===== src/rtl/ctcg_pkg.sv =====
`default_nettype none

package ctcg_pkg;

    // Fixed field widths of the stream items
    localparam int LOGIT_W   = 16;
    localparam int CFG_W     = 15;
    localparam int CFG_IDX_W = 2;
    localparam int CLS_OUT_W = 14;
    localparam int CNT_OUT_W = 11;
    localparam int OUT_TDATA_W = 48;

    // Width used for class and size comparisons (holds MAX_CLASSES up to 65536)
    localparam int CMP_W = 17;

    // Parameter defaults
    localparam int DEF_MAX_CLASSES = 16384;
    localparam int DEF_MAX_STEPS   = 1024;

    // Depth of the queue between front and back, a power of two
    localparam int QUEUE_DEPTH = 4;

    // Register reset values
    localparam logic [CFG_W-1:0] CLASS_COUNT_RST = 15'd6625;
    localparam logic [CFG_W-1:0] DICT_SIZE_RST   = 15'd6625;

    // Register indexes on the configuration port
    localparam logic [CFG_IDX_W-1:0] CFG_CLASS_COUNT = 2'd0;
    localparam logic [CFG_IDX_W-1:0] CFG_DICT_SIZE   = 2'd1;

    // Result kinds
    localparam logic KIND_CHAR    = 1'b0;
    localparam logic KIND_SUMMARY = 1'b1;

    // Back-end sequencer states
    typedef enum logic [1:0] {
        B_IDLE,
        B_CHAR,
        B_DIV,
        B_SUM
    } back_state_t;

endpackage

`default_nettype wire


===== src/rtl/ctcg_front.sv =====
`default_nettype none

module ctcg_front #(
    parameter int MAX_CLASSES = ctcg_pkg::DEF_MAX_CLASSES,
    parameter int MAX_STEPS   = ctcg_pkg::DEF_MAX_STEPS,
    parameter int CLS_W       = $clog2(MAX_CLASSES),
    parameter int CNT_W       = $clog2(MAX_STEPS + 1),
    parameter int TOT_W       = ctcg_pkg::LOGIT_W + CNT_W
) (
    input  wire logic                                clk,
    input  wire logic                                rst_n,
    input  wire logic [ctcg_pkg::CFG_W-1:0]          class_count,
    input  wire logic [ctcg_pkg::CFG_W-1:0]          dict_size,
    input  wire logic                                item_valid,
    output logic                                     item_ready,
    input  wire logic signed [ctcg_pkg::LOGIT_W-1:0] logit,
    input  wire logic                                end_of_sequence,
    input  wire logic                                queue_full,
    output logic                                     push,
    output logic                                     ent_char,
    output logic                                     ent_eos,
    output logic [CLS_W-1:0]                         ent_class,
    output logic signed [ctcg_pkg::LOGIT_W-1:0]      ent_score,
    output logic                                     ent_in_dict,
    output logic signed [TOT_W-1:0]                  ent_total,
    output logic [CNT_W-1:0]                         ent_count
);
    import ctcg_pkg::*;

    logic signed [LOGIT_W-1:0] best_score_reg, best_score_next;
    logic [CLS_W-1:0]          best_class_reg, best_class_next;
    logic [CLS_W-1:0]          position_reg, position_next;
    logic [CLS_W-1:0]          prev_class_reg, prev_class_next;
    logic                      prev_valid_reg, prev_valid_next;
    logic signed [TOT_W-1:0]   total_reg, total_next;
    logic [CNT_W-1:0]          count_reg, count_next;

    logic                      accept;
    logic [CMP_W-1:0]          eff_count;
    logic signed [LOGIT_W-1:0] cur_score;
    logic [CLS_W-1:0]          cur_class;
    logic                      step_done;
    logic                      repeat_hit;
    logic                      emit;
    logic                      counted;
    logic signed [TOT_W-1:0]   total_add;

    assign item_ready = !queue_full;
    assign accept     = item_valid && item_ready;

    // Track the step maximum and decide what the item closes
    always_comb
    begin
        eff_count = (CMP_W'(class_count) > CMP_W'(MAX_CLASSES)) ?
                    CMP_W'(MAX_CLASSES) : CMP_W'(class_count);
        if (position_reg == '0)
        begin
            cur_score = logit;
            cur_class = '0;
        end
        else if (logit > best_score_reg)
        begin
            cur_score = logit;
            cur_class = position_reg;
        end
        else
        begin
            cur_score = best_score_reg;
            cur_class = best_class_reg;
        end
        step_done  = end_of_sequence || ((CMP_W'(position_reg) + 1'b1) >= eff_count);
        repeat_hit = prev_valid_reg && (prev_class_reg == cur_class);
        emit       = step_done && !repeat_hit && (cur_class != '0);
        counted    = emit && (count_reg < CNT_W'(MAX_STEPS));
        total_add  = total_reg + TOT_W'(cur_score);
    end

    // Build the queue entry for a character and/or a sequence end
    always_comb
    begin
        push        = accept && (emit || end_of_sequence);
        ent_char    = emit;
        ent_eos     = end_of_sequence;
        ent_class   = cur_class;
        ent_score   = cur_score;
        ent_in_dict = CMP_W'(cur_class) < CMP_W'(dict_size);
        ent_total   = counted ? total_add : total_reg;
        ent_count   = counted ? count_reg + 1'b1 : count_reg;
    end

    // Advance the sequence state
    always_comb
    begin
        best_score_next = best_score_reg;
        best_class_next = best_class_reg;
        position_next   = position_reg;
        prev_class_next = prev_class_reg;
        prev_valid_next = prev_valid_reg;
        total_next      = total_reg;
        count_next      = count_reg;
        if (accept)
        begin
            best_score_next = cur_score;
            best_class_next = cur_class;
            if (end_of_sequence)
            begin
                best_score_next = '0;
                best_class_next = '0;
                position_next   = '0;
                prev_class_next = '0;
                prev_valid_next = 1'b0;
                total_next      = '0;
                count_next      = '0;
            end
            else if (step_done)
            begin
                position_next = '0;
                if (!repeat_hit)
                begin
                    prev_class_next = cur_class;
                    prev_valid_next = 1'b1;
                end
                total_next = ent_total;
                count_next = ent_count;
            end
            else
            begin
                position_next = position_reg + 1'b1;
            end
        end
    end

    always_ff @(posedge clk or negedge rst_n)
    begin
        if (!rst_n)
        begin
            best_score_reg <= '0;
            best_class_reg <= '0;
            position_reg   <= '0;
            prev_class_reg <= '0;
            prev_valid_reg <= 1'b0;
            total_reg      <= '0;
            count_reg      <= '0;
        end
        else
        begin
            best_score_reg <= best_score_next;
            best_class_reg <= best_class_next;
            position_reg   <= position_next;
            prev_class_reg <= prev_class_next;
            prev_valid_reg <= prev_valid_next;
            total_reg      <= total_next;
            count_reg      <= count_next;
        end
    end

    // The counted characters never pass the step limit
    a_count_limit: assert property (@(posedge clk) disable iff (!rst_n)
        count_reg <= CNT_W'(MAX_STEPS))
        else $error("character count above limit");

    // A sequence end leaves the state cleared
    a_eos_clears: assert property (@(posedge clk) disable iff (!rst_n)
        (accept && end_of_sequence) |=> (count_reg == '0) && (total_reg == '0)
        && (position_reg == '0) && !prev_valid_reg)
        else $error("sequence state not cleared at end");

    // A closed step restarts the class position
    a_step_restart: assert property (@(posedge clk) disable iff (!rst_n)
        (accept && step_done) |=> (position_reg == '0))
        else $error("class position not restarted");

endmodule

`default_nettype wire


===== src/rtl/ctcg_queue.sv =====
`default_nettype none

module ctcg_queue #(
    parameter int W     = 8,
    parameter int DEPTH = ctcg_pkg::QUEUE_DEPTH
) (
    input  wire logic         clk,
    input  wire logic         rst_n,
    input  wire logic         wr_en,
    input  wire logic [W-1:0] wr_data,
    input  wire logic         rd_en,
    output logic [W-1:0]      rd_data,
    output logic              full,
    output logic              empty
);
    import ctcg_pkg::*;

    localparam int PTR_W = (DEPTH > 1) ? $clog2(DEPTH) : 1;
    localparam int CNT_W = $clog2(DEPTH + 1);

    logic [W-1:0]     entry_reg [DEPTH];
    logic [PTR_W-1:0] wr_ptr_reg, wr_ptr_next;
    logic [PTR_W-1:0] rd_ptr_reg, rd_ptr_next;
    logic [CNT_W-1:0] count_reg, count_next;
    logic             do_wr;
    logic             do_rd;

    assign full    = (count_reg == CNT_W'(DEPTH));
    assign empty   = (count_reg == '0);
    assign do_wr   = wr_en && !full;
    assign do_rd   = rd_en && !empty;
    assign rd_data = entry_reg[rd_ptr_reg];

    // Advance pointers and fill level
    always_comb
    begin
        wr_ptr_next = wr_ptr_reg;
        rd_ptr_next = rd_ptr_reg;
        count_next  = count_reg;
        if (do_wr)
        begin
            wr_ptr_next = (wr_ptr_reg == PTR_W'(DEPTH - 1)) ? '0 : wr_ptr_reg + 1'b1;
        end
        if (do_rd)
        begin
            rd_ptr_next = (rd_ptr_reg == PTR_W'(DEPTH - 1)) ? '0 : rd_ptr_reg + 1'b1;
        end
        if (do_wr && !do_rd)
        begin
            count_next = count_reg + 1'b1;
        end
        else if (do_rd && !do_wr)
        begin
            count_next = count_reg - 1'b1;
        end
    end

    always_ff @(posedge clk or negedge rst_n)
    begin
        if (!rst_n)
        begin
            wr_ptr_reg <= '0;
            rd_ptr_reg <= '0;
            count_reg  <= '0;
        end
        else
        begin
            wr_ptr_reg <= wr_ptr_next;
            rd_ptr_reg <= rd_ptr_next;
            count_reg  <= count_next;
        end
    end

    // Hold request payloads
    always_ff @(posedge clk)
    begin
        if (do_wr)
        begin
            entry_reg[wr_ptr_reg] <= wr_data;
        end
    end

    a_no_overflow: assert property (@(posedge clk) disable iff (!rst_n)
        wr_en |-> !full)
        else $error("queue written while full");

    a_no_underflow: assert property (@(posedge clk) disable iff (!rst_n)
        rd_en |-> !empty)
        else $error("queue read while empty");

    a_level: assert property (@(posedge clk) disable iff (!rst_n)
        (do_wr && !do_rd) |=> (count_reg == $past(count_reg) + 1'b1))
        else $error("queue level not advanced on write");

endmodule

`default_nettype wire


===== src/rtl/ctcg_div.sv =====
`default_nettype none

module ctcg_div #(
    parameter int TOT_W = 27,
    parameter int CNT_W = 11
) (
    input  wire logic                                clk,
    input  wire logic                                rst_n,
    input  wire logic                                start,
    input  wire logic signed [TOT_W-1:0]             dividend,
    input  wire logic [CNT_W-1:0]                    divisor,
    output logic                                     busy,
    output logic                                     done,
    output logic signed [ctcg_pkg::LOGIT_W-1:0]      quotient
);
    import ctcg_pkg::*;

    localparam int STEP_W = $clog2(TOT_W + 1);

    logic                 busy_reg, busy_next;
    logic                 done_reg, done_next;
    logic [STEP_W-1:0]    step_reg, step_next;
    logic [CNT_W-1:0]     rem_reg, rem_next;
    logic [TOT_W-1:0]     quo_reg, quo_next;
    logic [CNT_W-1:0]     dvs_reg, dvs_next;
    logic                 neg_reg, neg_next;
    logic [CNT_W:0]       trial;
    logic                 fits;

    // Restoring division of the magnitude, one quotient bit per cycle
    always_comb
    begin
        trial     = {rem_reg, quo_reg[TOT_W-1]};
        fits      = trial >= {1'b0, dvs_reg};
        busy_next = busy_reg;
        done_next = 1'b0;
        step_next = step_reg;
        rem_next  = rem_reg;
        quo_next  = quo_reg;
        dvs_next  = dvs_reg;
        neg_next  = neg_reg;
        if (start)
        begin
            dvs_next  = divisor;
            rem_next  = '0;
            step_next = STEP_W'(TOT_W);
            if (divisor == '0)
            begin
                quo_next  = '0;
                neg_next  = 1'b0;
                busy_next = 1'b0;
                done_next = 1'b1;
            end
            else
            begin
                quo_next  = dividend[TOT_W-1] ? TOT_W'(-dividend) : TOT_W'(dividend);
                neg_next  = dividend[TOT_W-1];
                busy_next = 1'b1;
            end
        end
        else if (busy_reg)
        begin
            rem_next  = fits ? CNT_W'(trial - {1'b0, dvs_reg}) : CNT_W'(trial);
            quo_next  = {quo_reg[TOT_W-2:0], fits};
            step_next = step_reg - 1'b1;
            if (step_reg == STEP_W'(1))
            begin
                busy_next = 1'b0;
                done_next = 1'b1;
            end
        end
    end

    always_ff @(posedge clk or negedge rst_n)
    begin
        if (!rst_n)
        begin
            busy_reg <= 1'b0;
            done_reg <= 1'b0;
            step_reg <= '0;
        end
        else
        begin
            busy_reg <= busy_next;
            done_reg <= done_next;
            step_reg <= step_next;
        end
    end

    always_ff @(posedge clk)
    begin
        rem_reg <= rem_next;
        quo_reg <= quo_next;
        dvs_reg <= dvs_next;
        neg_reg <= neg_next;
    end

    assign busy     = busy_reg;
    assign done     = done_reg;
    assign quotient = neg_reg ? -LOGIT_W'(quo_reg) : LOGIT_W'(quo_reg);

endmodule

`default_nettype wire


===== src/rtl/ctcg_back.sv =====
`default_nettype none

module ctcg_back #(
    parameter int CLS_W = 14,
    parameter int CNT_W = 11,
    parameter int TOT_W = 27
) (
    input  wire logic                                clk,
    input  wire logic                                rst_n,
    input  wire logic                                queue_empty,
    output logic                                     pop,
    input  wire logic                                ent_char,
    input  wire logic                                ent_eos,
    input  wire logic [CLS_W-1:0]                    ent_class,
    input  wire logic signed [ctcg_pkg::LOGIT_W-1:0] ent_score,
    input  wire logic                                ent_in_dict,
    input  wire logic signed [TOT_W-1:0]             ent_total,
    input  wire logic [CNT_W-1:0]                    ent_count,
    output logic                                     out_valid,
    input  wire logic                                out_ready,
    output logic                                     out_kind,
    output logic [ctcg_pkg::CLS_OUT_W-1:0]           out_class,
    output logic signed [ctcg_pkg::LOGIT_W-1:0]      out_score,
    output logic                                     out_in_dict,
    output logic [ctcg_pkg::CNT_OUT_W-1:0]           out_count,
    output logic                                     out_last
);
    import ctcg_pkg::*;

    back_state_t state_reg, state_next;

    // Entry held while it is carried out
    logic                      eos_reg;
    logic [CLS_W-1:0]          class_reg;
    logic signed [LOGIT_W-1:0] score_reg;
    logic                      in_dict_reg;
    logic signed [TOT_W-1:0]   total_reg;
    logic [CNT_W-1:0]          count_reg;

    // Output register
    logic                      ovalid_reg, ovalid_next;
    logic                      okind_reg;
    logic [CLS_OUT_W-1:0]      oclass_reg;
    logic signed [LOGIT_W-1:0] oscore_reg;
    logic                      odict_reg;
    logic [CNT_OUT_W-1:0]      ocount_reg;
    logic                      olast_reg;

    logic                      out_free;
    logic                      div_start;
    logic                      div_busy;
    logic                      div_done;
    logic signed [LOGIT_W-1:0] div_quotient;
    logic                      load_char;
    logic                      load_sum;
    logic signed [TOT_W-1:0]   div_dividend;
    logic [CNT_W-1:0]          div_divisor;

    assign out_free = !ovalid_reg || out_ready;

    // Next state
    always_comb
    begin
        state_next = state_reg;
        case (state_reg)
            B_IDLE:
            begin
                if (!queue_empty)
                begin
                    state_next = ent_char ? B_CHAR : B_DIV;
                end
            end
            B_CHAR:
            begin
                if (out_free)
                begin
                    state_next = eos_reg ? B_DIV : B_IDLE;
                end
            end
            B_DIV:
            begin
                if (div_done)
                begin
                    state_next = B_SUM;
                end
            end
            B_SUM:
            begin
                if (out_free)
                begin
                    state_next = B_IDLE;
                end
            end
            default:
            begin
                state_next = B_IDLE;
            end
        endcase
    end

    // Sequencer outputs
    always_comb
    begin
        pop          = 1'b0;
        div_start    = 1'b0;
        load_char    = 1'b0;
        load_sum     = 1'b0;
        div_dividend = total_reg;
        div_divisor  = count_reg;
        case (state_reg)
            B_IDLE:
            begin
                pop          = !queue_empty;
                div_start    = !queue_empty && !ent_char;
                div_dividend = ent_total;
                div_divisor  = ent_count;
            end
            B_CHAR:
            begin
                load_char = out_free;
                div_start = out_free && eos_reg;
            end
            B_SUM:
            begin
                load_sum = out_free;
            end
            default:
            begin
                pop = 1'b0;
            end
        endcase
    end

    always_ff @(posedge clk or negedge rst_n)
    begin
        if (!rst_n)
        begin
            state_reg <= B_IDLE;
        end
        else
        begin
            state_reg <= state_next;
        end
    end

    // Capture the entry on pop
    always_ff @(posedge clk)
    begin
        if (pop)
        begin
            eos_reg     <= ent_eos;
            class_reg   <= ent_class;
            score_reg   <= ent_score;
            in_dict_reg <= ent_in_dict;
            total_reg   <= ent_total;
            count_reg   <= ent_count;
        end
    end

    ctcg_div #(
        .TOT_W (TOT_W),
        .CNT_W (CNT_W)
    ) u_div (
        .clk      (clk),
        .rst_n    (rst_n),
        .start    (div_start),
        .dividend (div_dividend),
        .divisor  (div_divisor),
        .busy     (div_busy),
        .done     (div_done),
        .quotient (div_quotient)
    );

    // Hold the result until the receiver takes it
    always_comb
    begin
        ovalid_next = ovalid_reg;
        if (load_char || load_sum)
        begin
            ovalid_next = 1'b1;
        end
        else if (out_ready)
        begin
            ovalid_next = 1'b0;
        end
    end

    always_ff @(posedge clk or negedge rst_n)
    begin
        if (!rst_n)
        begin
            ovalid_reg <= 1'b0;
        end
        else
        begin
            ovalid_reg <= ovalid_next;
        end
    end

    always_ff @(posedge clk)
    begin
        if (load_char)
        begin
            okind_reg  <= KIND_CHAR;
            oclass_reg <= CLS_OUT_W'(class_reg);
            oscore_reg <= score_reg;
            odict_reg  <= in_dict_reg;
            ocount_reg <= '0;
            olast_reg  <= 1'b0;
        end
        else if (load_sum)
        begin
            okind_reg  <= KIND_SUMMARY;
            oclass_reg <= '0;
            oscore_reg <= div_quotient;
            odict_reg  <= 1'b0;
            ocount_reg <= CNT_OUT_W'(count_reg);
            olast_reg  <= 1'b1;
        end
    end

    assign out_valid   = ovalid_reg;
    assign out_kind    = okind_reg;
    assign out_class   = oclass_reg;
    assign out_score   = oscore_reg;
    assign out_in_dict = odict_reg;
    assign out_count   = ocount_reg;
    assign out_last    = olast_reg;

    a_div_in_state: assert property (@(posedge clk) disable iff (!rst_n)
        div_busy |-> (state_reg == B_DIV))
        else $error("divider running outside the divide state");

    a_sum_after_div: assert property (@(posedge clk) disable iff (!rst_n)
        (state_reg == B_SUM) |-> !div_busy)
        else $error("summary taken while divider still running");

    a_empty_avg: assert property (@(posedge clk) disable iff (!rst_n)
        $rose(div_done) && (count_reg == '0) && !pop |=> (div_quotient == '0))
        else $error("average of an empty sequence not zero");

endmodule

`default_nettype wire


===== src/rtl/ctc_greedy_decoder.sv =====
// Greedy CTC decoder.
// s_* stream: one class score per request, class-major within each time step;
//   s_tlast marks the last score of a sequence.
// cfg_* channel: register writes (class_count, dict_size), always ready;
//   write only while the block is idle.
// m_* stream: character results (tuser = 0) for each new non-blank winner,
//   and one summary (tuser = 1, tlast = 1) per sequence with the truncated
//   mean score and the character count.
// Throughput: one score per cycle into a 4-entry queue between the decode
//   front and the back end. The back end takes a new entry only once it is done
//   with the last, and a summary waits on the bit-serial divider; s_tready
//   drops only when the queue is full.
// Path: a character's entry passes the queue, the back end's entry register and
//   the output register; a summary also waits for the divider, and follows the
//   last step's character when that step emits one.
// Reset: registers return to 6625 classes and dictionary size, sequence state
//   and the queue are cleared, no result is pending.
// Receiver stall: the result waits in the output register; decoding continues
//   until the queue fills.
`default_nettype none

module ctc_greedy_decoder #(
    parameter int MAX_CLASSES = ctcg_pkg::DEF_MAX_CLASSES,
    parameter int MAX_STEPS   = ctcg_pkg::DEF_MAX_STEPS
) (
    input  wire logic                                 clk,
    input  wire logic                                 rst_n,
    input  wire logic                                 s_tvalid,
    output logic                                      s_tready,
    input  wire logic [ctcg_pkg::LOGIT_W-1:0]         s_tdata,  // [15:0] logit
    input  wire logic                                 s_tlast,  // end_of_sequence
    output logic                                      m_tvalid,
    input  wire logic                                 m_tready,
    // [13:0] class_index, [29:14] score, [30] in_dictionary,
    // [41:31] char_count, [47:42] zero
    output logic [ctcg_pkg::OUT_TDATA_W-1:0]          m_tdata,
    output logic                                      m_tuser,  // [0] kind
    output logic                                      m_tlast,  // last
    input  wire logic                                 cfg_valid,
    output logic                                      cfg_ready,
    input  wire logic [ctcg_pkg::CFG_IDX_W-1:0]       cfg_index,
    input  wire logic [ctcg_pkg::CFG_W-1:0]           cfg_data
);
    import ctcg_pkg::*;

    localparam int CLS_W = $clog2(MAX_CLASSES);
    localparam int CNT_W = $clog2(MAX_STEPS + 1);
    localparam int TOT_W = LOGIT_W + CNT_W;
    localparam int ENT_W = 3 + CLS_W + LOGIT_W + TOT_W + CNT_W;

    logic [CFG_W-1:0]          class_count_reg;
    logic [CFG_W-1:0]          dict_size_reg;

    logic                      push;
    logic                      pop;
    logic                      queue_full;
    logic                      queue_empty;
    logic [ENT_W-1:0]          wr_entry;
    logic [ENT_W-1:0]          rd_entry;

    logic                      f_char;
    logic                      f_eos;
    logic [CLS_W-1:0]          f_class;
    logic signed [LOGIT_W-1:0] f_score;
    logic                      f_dict;
    logic signed [TOT_W-1:0]   f_total;
    logic [CNT_W-1:0]          f_count;

    logic                      b_char;
    logic                      b_eos;
    logic [CLS_W-1:0]          b_class;
    logic signed [LOGIT_W-1:0] b_score;
    logic                      b_dict;
    logic signed [TOT_W-1:0]   b_total;
    logic [CNT_W-1:0]          b_count;

    logic [CLS_OUT_W-1:0]      o_class;
    logic signed [LOGIT_W-1:0] o_score;
    logic                      o_dict;
    logic [CNT_OUT_W-1:0]      o_count;

    // Configuration registers
    assign cfg_ready = 1'b1;

    always_ff @(posedge clk or negedge rst_n)
    begin
        if (!rst_n)
        begin
            class_count_reg <= CLASS_COUNT_RST;
            dict_size_reg   <= DICT_SIZE_RST;
        end
        else if (cfg_valid && cfg_ready)
        begin
            case (cfg_index)
                CFG_CLASS_COUNT: class_count_reg <= cfg_data;
                CFG_DICT_SIZE:   dict_size_reg   <= cfg_data;
                default:         class_count_reg <= class_count_reg;
            endcase
        end
    end

    ctcg_front #(
        .MAX_CLASSES (MAX_CLASSES),
        .MAX_STEPS   (MAX_STEPS),
        .CLS_W       (CLS_W),
        .CNT_W       (CNT_W),
        .TOT_W       (TOT_W)
    ) u_front (
        .clk             (clk),
        .rst_n           (rst_n),
        .class_count     (class_count_reg),
        .dict_size       (dict_size_reg),
        .item_valid      (s_tvalid),
        .item_ready      (s_tready),
        .logit           (s_tdata),
        .end_of_sequence (s_tlast),
        .queue_full      (queue_full),
        .push            (push),
        .ent_char        (f_char),
        .ent_eos         (f_eos),
        .ent_class       (f_class),
        .ent_score       (f_score),
        .ent_in_dict     (f_dict),
        .ent_total       (f_total),
        .ent_count       (f_count)
    );

    // Pack and unpack queue entries
    assign wr_entry = {f_char, f_eos, f_dict, f_class, f_score, f_total, f_count};
    assign {b_char, b_eos, b_dict, b_class, b_score, b_total, b_count} = rd_entry;

    ctcg_queue #(
        .W     (ENT_W),
        .DEPTH (QUEUE_DEPTH)
    ) u_queue (
        .clk     (clk),
        .rst_n   (rst_n),
        .wr_en   (push),
        .wr_data (wr_entry),
        .rd_en   (pop),
        .rd_data (rd_entry),
        .full    (queue_full),
        .empty   (queue_empty)
    );

    ctcg_back #(
        .CLS_W (CLS_W),
        .CNT_W (CNT_W),
        .TOT_W (TOT_W)
    ) u_back (
        .clk         (clk),
        .rst_n       (rst_n),
        .queue_empty (queue_empty),
        .pop         (pop),
        .ent_char    (b_char),
        .ent_eos     (b_eos),
        .ent_class   (b_class),
        .ent_score   (b_score),
        .ent_in_dict (b_dict),
        .ent_total   (b_total),
        .ent_count   (b_count),
        .out_valid   (m_tvalid),
        .out_ready   (m_tready),
        .out_kind    (m_tuser),
        .out_class   (o_class),
        .out_score   (o_score),
        .out_in_dict (o_dict),
        .out_count   (o_count),
        .out_last    (m_tlast)
    );

    assign m_tdata = {6'd0, o_count, o_dict, o_score, o_class};

endmodule

`default_nettype wire

===== config.mk =====
export PLATFORM = sky130hd
export DESIGN_NAME = ctc_greedy_decoder
export DESIGN_NICKNAME = d
export VERILOG_FILES = /design/src/rtl/ctcg_pkg.sv /design/src/rtl/ctcg_front.sv /design/src/rtl/ctcg_queue.sv /design/src/rtl/ctcg_div.sv /design/src/rtl/ctcg_back.sv /design/src/rtl/ctc_greedy_decoder.sv
export SDC_FILE = /design/constraint.sdc
export NUM_CORES = 1
export LEC_CHECK = 0
export ABC_AREA = 1
export BUFFER_PORTS_ARGS = -buffer_cell sky130_fd_sc_hd__buf_2
export CORE_UTILIZATION = 63
export CTS_CLUSTER_SIZE = 12
export DETAILED_ROUTE_END_ITERATION = 10
export PLACE_DENSITY = 0.79
export SYNTH_ARGS = -nofsm -noshare
export SYNTH_HDL_FRONTEND = slang
export SYNTH_SLANG_ARGS = --single-unit

===== constraint.sdc =====
create_clock -name clk -period 9.3 [get_ports clk]
set_input_delay 1.86 -clock clk [delete_from_list [all_inputs] [get_ports clk]]
set_output_delay 1.86 -clock clk [all_outputs]
set_load 0.01 [all_outputs]

==> impl_results.md, run 1 <==
* Setup crit end: u_front.total_reg[26]$_DFFE_PN0P_
* Starting DRT DRC Count at between 1500 and 2000
* Clk sinks at approximately 600
* Clock slew at reported path FFs at 0.06 ns
* Placed insts at approximately 3500
* Start of the worst register-to-register path: u_front.position_reg[0]$_DFFE_PN0P_
* Die Ht at about 220 µm
* Hold Crit Depth at 2
* Post-CTS sizing at 0
* H-tree Lvls at 2
* Clk buf depth at 3
* Global route overflow at 0
* Global-route wire length before repair at between 100000 and 150000 µm
* Tcrit/Tclk final at 0.765
* Largest net degree at the start of global routing at just under 100
* Drc violations at 0
* Top Ports at slightly above 90
* Tmin final at a little over 7 ns
* Starting density of the core at 0.644
* Total setup buffers inserted after CTS at 0
* Worst vdd ir at between 0.2 and 0.3 mV
* RSZ-0062 raised after global routing: false
* CP arrival at about 7.7 ns
* Hold Fails Final Rpt at 0
* Clk_lat worst skew at between 0.6 and 0.7 ns
* Pwr Total at around 13 mW
* Maximum clock frequency at 0.140 GHz
* Largest family of logic cells by synthesized area: simple AND/OR/NAND/NOR gates
* Register area at between 0.015 and 0.02 mm²
* Synth Area in Simple Gates at 0.184
* R2R depth at 26
* Fin Hold WS at a little under 0.5 ns
* Worst Setup SP: s_tdata[11]
* Dpl cell area at around 0.03 mm²
* Multi-input logic area at between 0.009 and 0.01 mm²
* Post-CTS Hold Fix Bufs at 0
* Avg Cell Area, Syn at between 9 and 10 µm²
* #FFs+latches synth at slightly below 600
* Adder-Cell Fraction of Synth Area at 0.0431
* Max-slew violations at 0
* Status: complete, no violations
* Vias in the first global route at approximately 20000
* Synth top area share at 0.444
* Async S/R FF share, synth at 0.244
* Max_cap viols at 0
* Multiplexer area fraction after synthesis at 0.000393
* Layout area overhead at 9.23%
* Number of flip-flops in the largest register at 284
* # port buffers at 84
* Final Skew at between 0.015 and 0.02 ns
* Root buffer cell: clkbuf_16
* FP Rows at 77
* R2r endpoint: u_front.total_reg[26]$_DFFE_PN0P_
* Setup TNS at 0 ns
* Antenna viol nets, final at 0
* Worst rel slew slack at 0.246
* Cells after Synth at 2939
* Core Area at about 0.045 mm²
* Hold Crit Class: reg -> reg
* Antenna violations before repair at 3
* Share of cells above drive strength 1 at 0.0829
* HPWL Detailed at between 40000 and 50000 µm
* Antenna fix cells at 0
* DR vias/cell at roughly 5.8
* Placer Congestion at 0.900
* XOR/XNOR Fraction of Synth Area at 0.0245
* Setup Crit Path Kind: in -> reg
* Final instance area at ~0.031 mm²
* Post-synthesis sequential area ratio at 0.587
* Final non-filler cell total at 3630
* Worst-path maximum fanout at 32
* Worst-Margin Slew at about 1.1 ns
* Crit start category: input port
* Worst setup EP type: register
* Top_reg_cell synth: edfxtp_1
* Main area contributors after synthesis: edfxtp_1, dfrtp_1, nand2_1
* Via count at between 20000 and 25000
* Num CTS Buffers at 60
* Layout net count at around 3100
* CP Data Required Time at between 9 and 10 ns
* R2R setup slack at between 2 and 3 ns
* Cell taking the most area after synthesis: edfxtp_1
* Fillers at between 3000 and 4000
* Total track usage at 0.285
* Die area at 0.0463 mm²
* Detailed-route wire length per cell at 17.9 µm
* Leak at 13.5 nW
* Yosys warnings at 0
* CTS tree: yes
* Synth Area in Compound Gates at 0.0919
* Die Wd at 215 µm
* Post-synth EDFFs at around 420
* Synth unique cells at 60
* Syn Std Cell Area at roughly 0.029 mm²
* Pwr/cell area at roughly 400 mW/mm²
* Aggregate routed wire length at about 65000 µm
* Drt first pass iters at 6
* Final Setup Violations at 0
metal layers:
| metal | routed length [µm] | global-route usage |
|---|---|---|
| met5 | 0 | 0 |
| met2 | 31600 | 0.479 |
| met3 | 4780 | 0.0453 |
| met1 | 27400 | 0.383 |
| met4 | 1340 | 0.0884 |
metrics by stage:
step | setup WS [ns] | utilization
global route | 1.66 | 0.703
CTS | 2.33 | 0.703
global placement | 1.87 | 0.662
detailed placement | 1.66 | 0.662
floorplan | 1.97 | -
finish | 2.18 | 0.703
report_power, final:
group          total, mW  switching [mW]  internal [mW]
clock network       2.25           0.981           1.27
logic               5.76            4.02           1.74
registers           4.85           0.416           4.43
cell families after synthesis:
group | after synthesis
compound gates | 467
xor+xnor | 80
fa+ha+maj | 97
buf+inv | 489
flops | 591
mux | 1
other cells | 2
simple gates | 1212
cell type report:
type,count,share of cell area
inverters,362,0.0435
clock buffers,96,0.0552
clock inverters,17,0.00292
flip-flops and latches,591,0.537
multi-input cells,1864,0.317
repair buffers,108,0.0202
well taps,592,0.0237
worst min-delay path by stage:
stage                                                  start  slack [ns]                            endpoint
after floorplan           u_front.prev_valid_reg$_DFFE_PN0P_        0.44  u_front.prev_valid_reg$_DFFE_PN0P_
after global placement    u_front.prev_valid_reg$_DFFE_PN0P_        0.46  u_front.prev_valid_reg$_DFFE_PN0P_
after detailed placement  u_front.prev_valid_reg$_DFFE_PN0P_        0.46  u_front.prev_valid_reg$_DFFE_PN0P_
after CTS                 u_front.prev_valid_reg$_DFFE_PN0P_        0.47  u_front.prev_valid_reg$_DFFE_PN0P_
after global routing           u_back.count_reg[8]$_DFFE_PP_        0.50    u_back.out_count[8]$_SDFFE_PP0P_
final                     u_front.prev_valid_reg$_DFFE_PN0P_        0.48  u_front.prev_valid_reg$_DFFE_PN0P_
cells in the final DEF, fill, tap and decap left out, types with 6 or more instances in the layout:
cell	count
a21oi_1	70
ha_1	94
a32o_1	7
o21ai_0	244
clkbuf_16	62
dfrtp_1	128
and2_1	29
nand2_1	697
nand3_1	142
nand3_2	8
a21o_1	6
nor2_1	188
clkbuf_1	29
xor2_1	62
dfstp_2	14
nand2_2	8
o21ai_1	12
nor2_4	8
a22o_1	11
buf_2	83
conb_1	7
edfxtp_1	424
nor4_1	16
xnor2_1	18
nor3_1	19
a31oi_1	8
buf_4	22
dfxtp_1	23
o22ai_1	76
nand4_1	75
clkinv_2	10
inv_1	356
clkinv_1	9
critical path, cell delays in order:
cell and delay (ns):
buf_2 0.11, ha_1 0.32, a21oi_1 0.17, nand2_1 0.11, a21oi_1 0.22, nand3_2 0.35
nand3_4 0.41, nand2_1 0.57, o21ai_0 0.49, inv_1 0.16, ha_1 0.26, fa_1 0.42
nand3_1 0.10, nand2_1 0.11, nand2_1 0.10, o211ai_1 0.13, a21oi_1 0.28, o21bai_1 0.15
a21boi_0 0.51, o21ai_0 0.22, inv_1 0.09, nand2_1 0.05, nand2_1 0.06, nand4_1 0.10
nand2_1 0.19, nand2_1 0.07, nand2_1 0.08
cell usage after synthesis, types with 5 or more instances:
library cell,instances
nand2_1,697
edfxtp_1,424
inv_1,356
o21ai_0,244
nor2_1,195
nand3_1,142
dfrtp_1,130
ha_1,94
o22ai_1,76
nand4_1,75
a21oi_1,70
clkbuf_1,70
xor2_1,62
and2_1,29
buf_2,24
dfxtp_1,23
nor3_1,19
xnor2_1,18
buf_4,17
nor4_1,16
dfstp_2,14
o21ai_1,12
a22o_1,11
buf_1,9
a31oi_1,8
nand2_2,8
nand3_2,8
a32o_1,7
a21o_1,6
buf_6,6
a21boi_0,5
o211ai_1,5
o31ai_1,5
No activity file was read; power rests on OpenSTA's default activity.
==> inputs of run 2 (changes only) <==
==> constraint.sdc (replaced) <==
create_clock -name clk -period 7.3 [get_ports clk]
set_input_delay 1.46 -clock clk [delete_from_list [all_inputs] [get_ports clk]]
set_output_delay 1.46 -clock clk [all_outputs]
set_load 0.01 [all_outputs]
==> impl_results.md, run 2 (synthesized netlist as in run 1, its figures left out) <==
* Status: complete, no violations
* Commonest non-fill, non-tap cells in the layout: nand2_1, edfxtp_1, inv_1
* Largest net degree at the start of global routing at 78
* CP arrival at ~6.5 ns
* Worst-path maximum fanout at 30
* Clk sinks at 591
* Antenna viol nets, final at 0
* Setup Crit Path Kind: in -> reg
* Dpl cell area at between 0.02 and 0.03 mm²
* Drc violations at 0
* Pwr/cell area at 522 mW/mm²
* # port buffers at 84
* Root buffer cell: clkbuf_16
* CTS tree: yes
* Total setup buffers inserted after CTS at 0
* Pwr Total at 16.4 mW
* Aggregate routed wire length at approximately 64000 µm
* Clock slew at reported path FFs at around 0.06 ns
* Drt first pass iters at 5
* Share of cells above drive strength 1 at 0.0848
* Tcrit/Tclk final at 0.845
* Layout Utilization at 0.704
* Number of flip-flops in the largest register at around 280
* Vias in the first global route at 20500
* Antenna violations before repair at 1
* Hold_sp: u_back.count_reg[7]$_DFFE_PP_
* Die Wd at ~220 µm
* Tmin final at ~6.2 ns
* Worst vdd ir at ~0.36 mV
* R2R depth at 23
* Total track usage at 0.283
* RSZ-0062 raised after global routing: false
* Layout net count at 3128
* FP Rows at 77
* Leak at about 14 nW
* Hold EP: u_back.out_count[7]$_SDFFE_PP0P_
* Clk buf depth at 3
* Placer Congestion at around 0.93
* Via count at 20900
* Post-CTS sizing at 0
* Starting DRT DRC Count at around 1700
* R2R setup slack at about 1.7 ns
* Final Skew at just over 0.02 ns
* Hold Crit Depth at 1
* Worst setup EP type: register
* H-tree Lvls at 2
* Start of the worst register-to-register path: u_front.best_score_reg[15]$_DFFE_PN0P_
* Core Area at ~0.045 mm²
* Setup TNS at 0 ns
* Die area at approximately 0.046 mm²
* Hold Crit Class: reg -> reg
* Global-route wire length before repair at between 100000 and 150000 µm
* Maximum clock frequency at around 0.16 GHz
* Final instance area at about 0.031 mm²
* HPWL Detailed at 42700 µm
* Max_cap viols at 0
* Detailed-route wire length per cell at 17.7 µm
* Antenna fix cells at 0
* Worst rel slew slack at 0.295
* Top Ports at between 90 and 100
* Global route overflow at 0
* R2r endpoint: u_queue.entry_reg[2][31]$_DFFE_PP_
* Fillers at approximately 3200
* Most common cell after layout, fill and taps aside: nand2_1
* Worst-Margin Slew at about 1.1 ns
* Starting density of the core at 0.644
* Post-CTS Hold Fix Bufs at 0
* Max-slew violations at 0
* Crit start category: input port
* Final Setup Violations at 0
* CP Data Required Time at 7.64 ns
* Clk_lat worst skew at ~0.63 ns
* Num CTS Buffers at 59
* Worst Setup SP: s_tdata[15]
* Hold Fails Final Rpt at 0
* Layout area overhead at 9.34%
* DR vias/cell at approximately 5.8
* Die Ht at 215 µm
[run 2: cell type report]
| class | instances | area (µm²) | area share |
|---|---|---|---|
| inverters | 362 | 1360 | 0.0434 |
| flip-flops and latches | 591 | 16800 | 0.537 |
| repair buffers | 114 | 677 | 0.0216 |
| clock buffers | 99 | 1700 | 0.0543 |
| clock inverters | 13 | 106 | 0.00339 |
| well taps | 592 | 741 | 0.0236 |
| multi-input cells | 1864 | 9930 | 0.317 |
[run 2: metrics by stage]
| stage | hold slack, ns | std cells | worst slack, ns |
|---|---|---|---|
| finish | 0.475 | 3635 | 1.13 |
| global route | 0.502 | 3635 | 0.696 |
| CTS | 0.479 | 3635 | 1.23 |
| detailed placement | 0.465 | 3523 | 0.598 |
| global placement | 0.452 | 3523 | 0.828 |
| floorplan | 0.436 | 2944 | 0.373 |
[run 2: report_power, final]
part           switching (mW)  internal (mW)  leakage (nW)
registers               0.574           5.65          6.01
logic                    5.06           2.23          6.65
clock network            1.24           1.62         0.877
total                    6.87           9.50          13.5
[run 2: worst max-delay path, stage by stage]
cell	delay (ns)
buf_2	0.11
ha_1	0.35
nand2_1	0.15
o21ai_0	0.10
a21oi_1	0.22
nand3_2	0.36
nand3_4	0.40
nand2_1	0.14
buf_4	0.24
o21ai_0	0.34
inv_1	0.21
fa_1	0.49
nand3_1	0.09
nand2_1	0.10
nand2_1	0.08
o211ai_1	0.14
a21oi_1	0.31
o21ai_0	0.19
a21boi_0	0.46
o21ai_0	0.19
xor2_1	0.17
nand4_1	0.09
nand2_1	0.12
[run 2: worst max-delay path by stage]
stage	endpoint	slack [ns]	depth (start not counted)
2_1_floorplan	u_queue.entry_reg[0][0]$_DFFE_PP_	0.37	19
3_3_place_gp	u_queue.entry_reg[0][31]$_DFFE_PP_	0.83	23
3_5_place_dp	u_queue.entry_reg[0][31]$_DFFE_PP_	0.60	23
4_1_cts	u_queue.entry_reg[2][31]$_DFFE_PP_	1.23	23
5_1_grt	u_front.total_reg[26]$_DFFE_PN0P_	0.70	27
6_report	u_queue.entry_reg[3][31]$_DFFE_PP_	1.13	23
[run 2: per-layer routing]
metal / part of all wire / track usage / vias up
met3: 0.073 / 0.0467 / 116
met5: 0 / 0 / -
li1: - / - / 10000
met1: 0.43 / 0.387 / 10000
met2: 0.48 / 0.470 / 716
met4: 0.023 / 0.0749 / 0
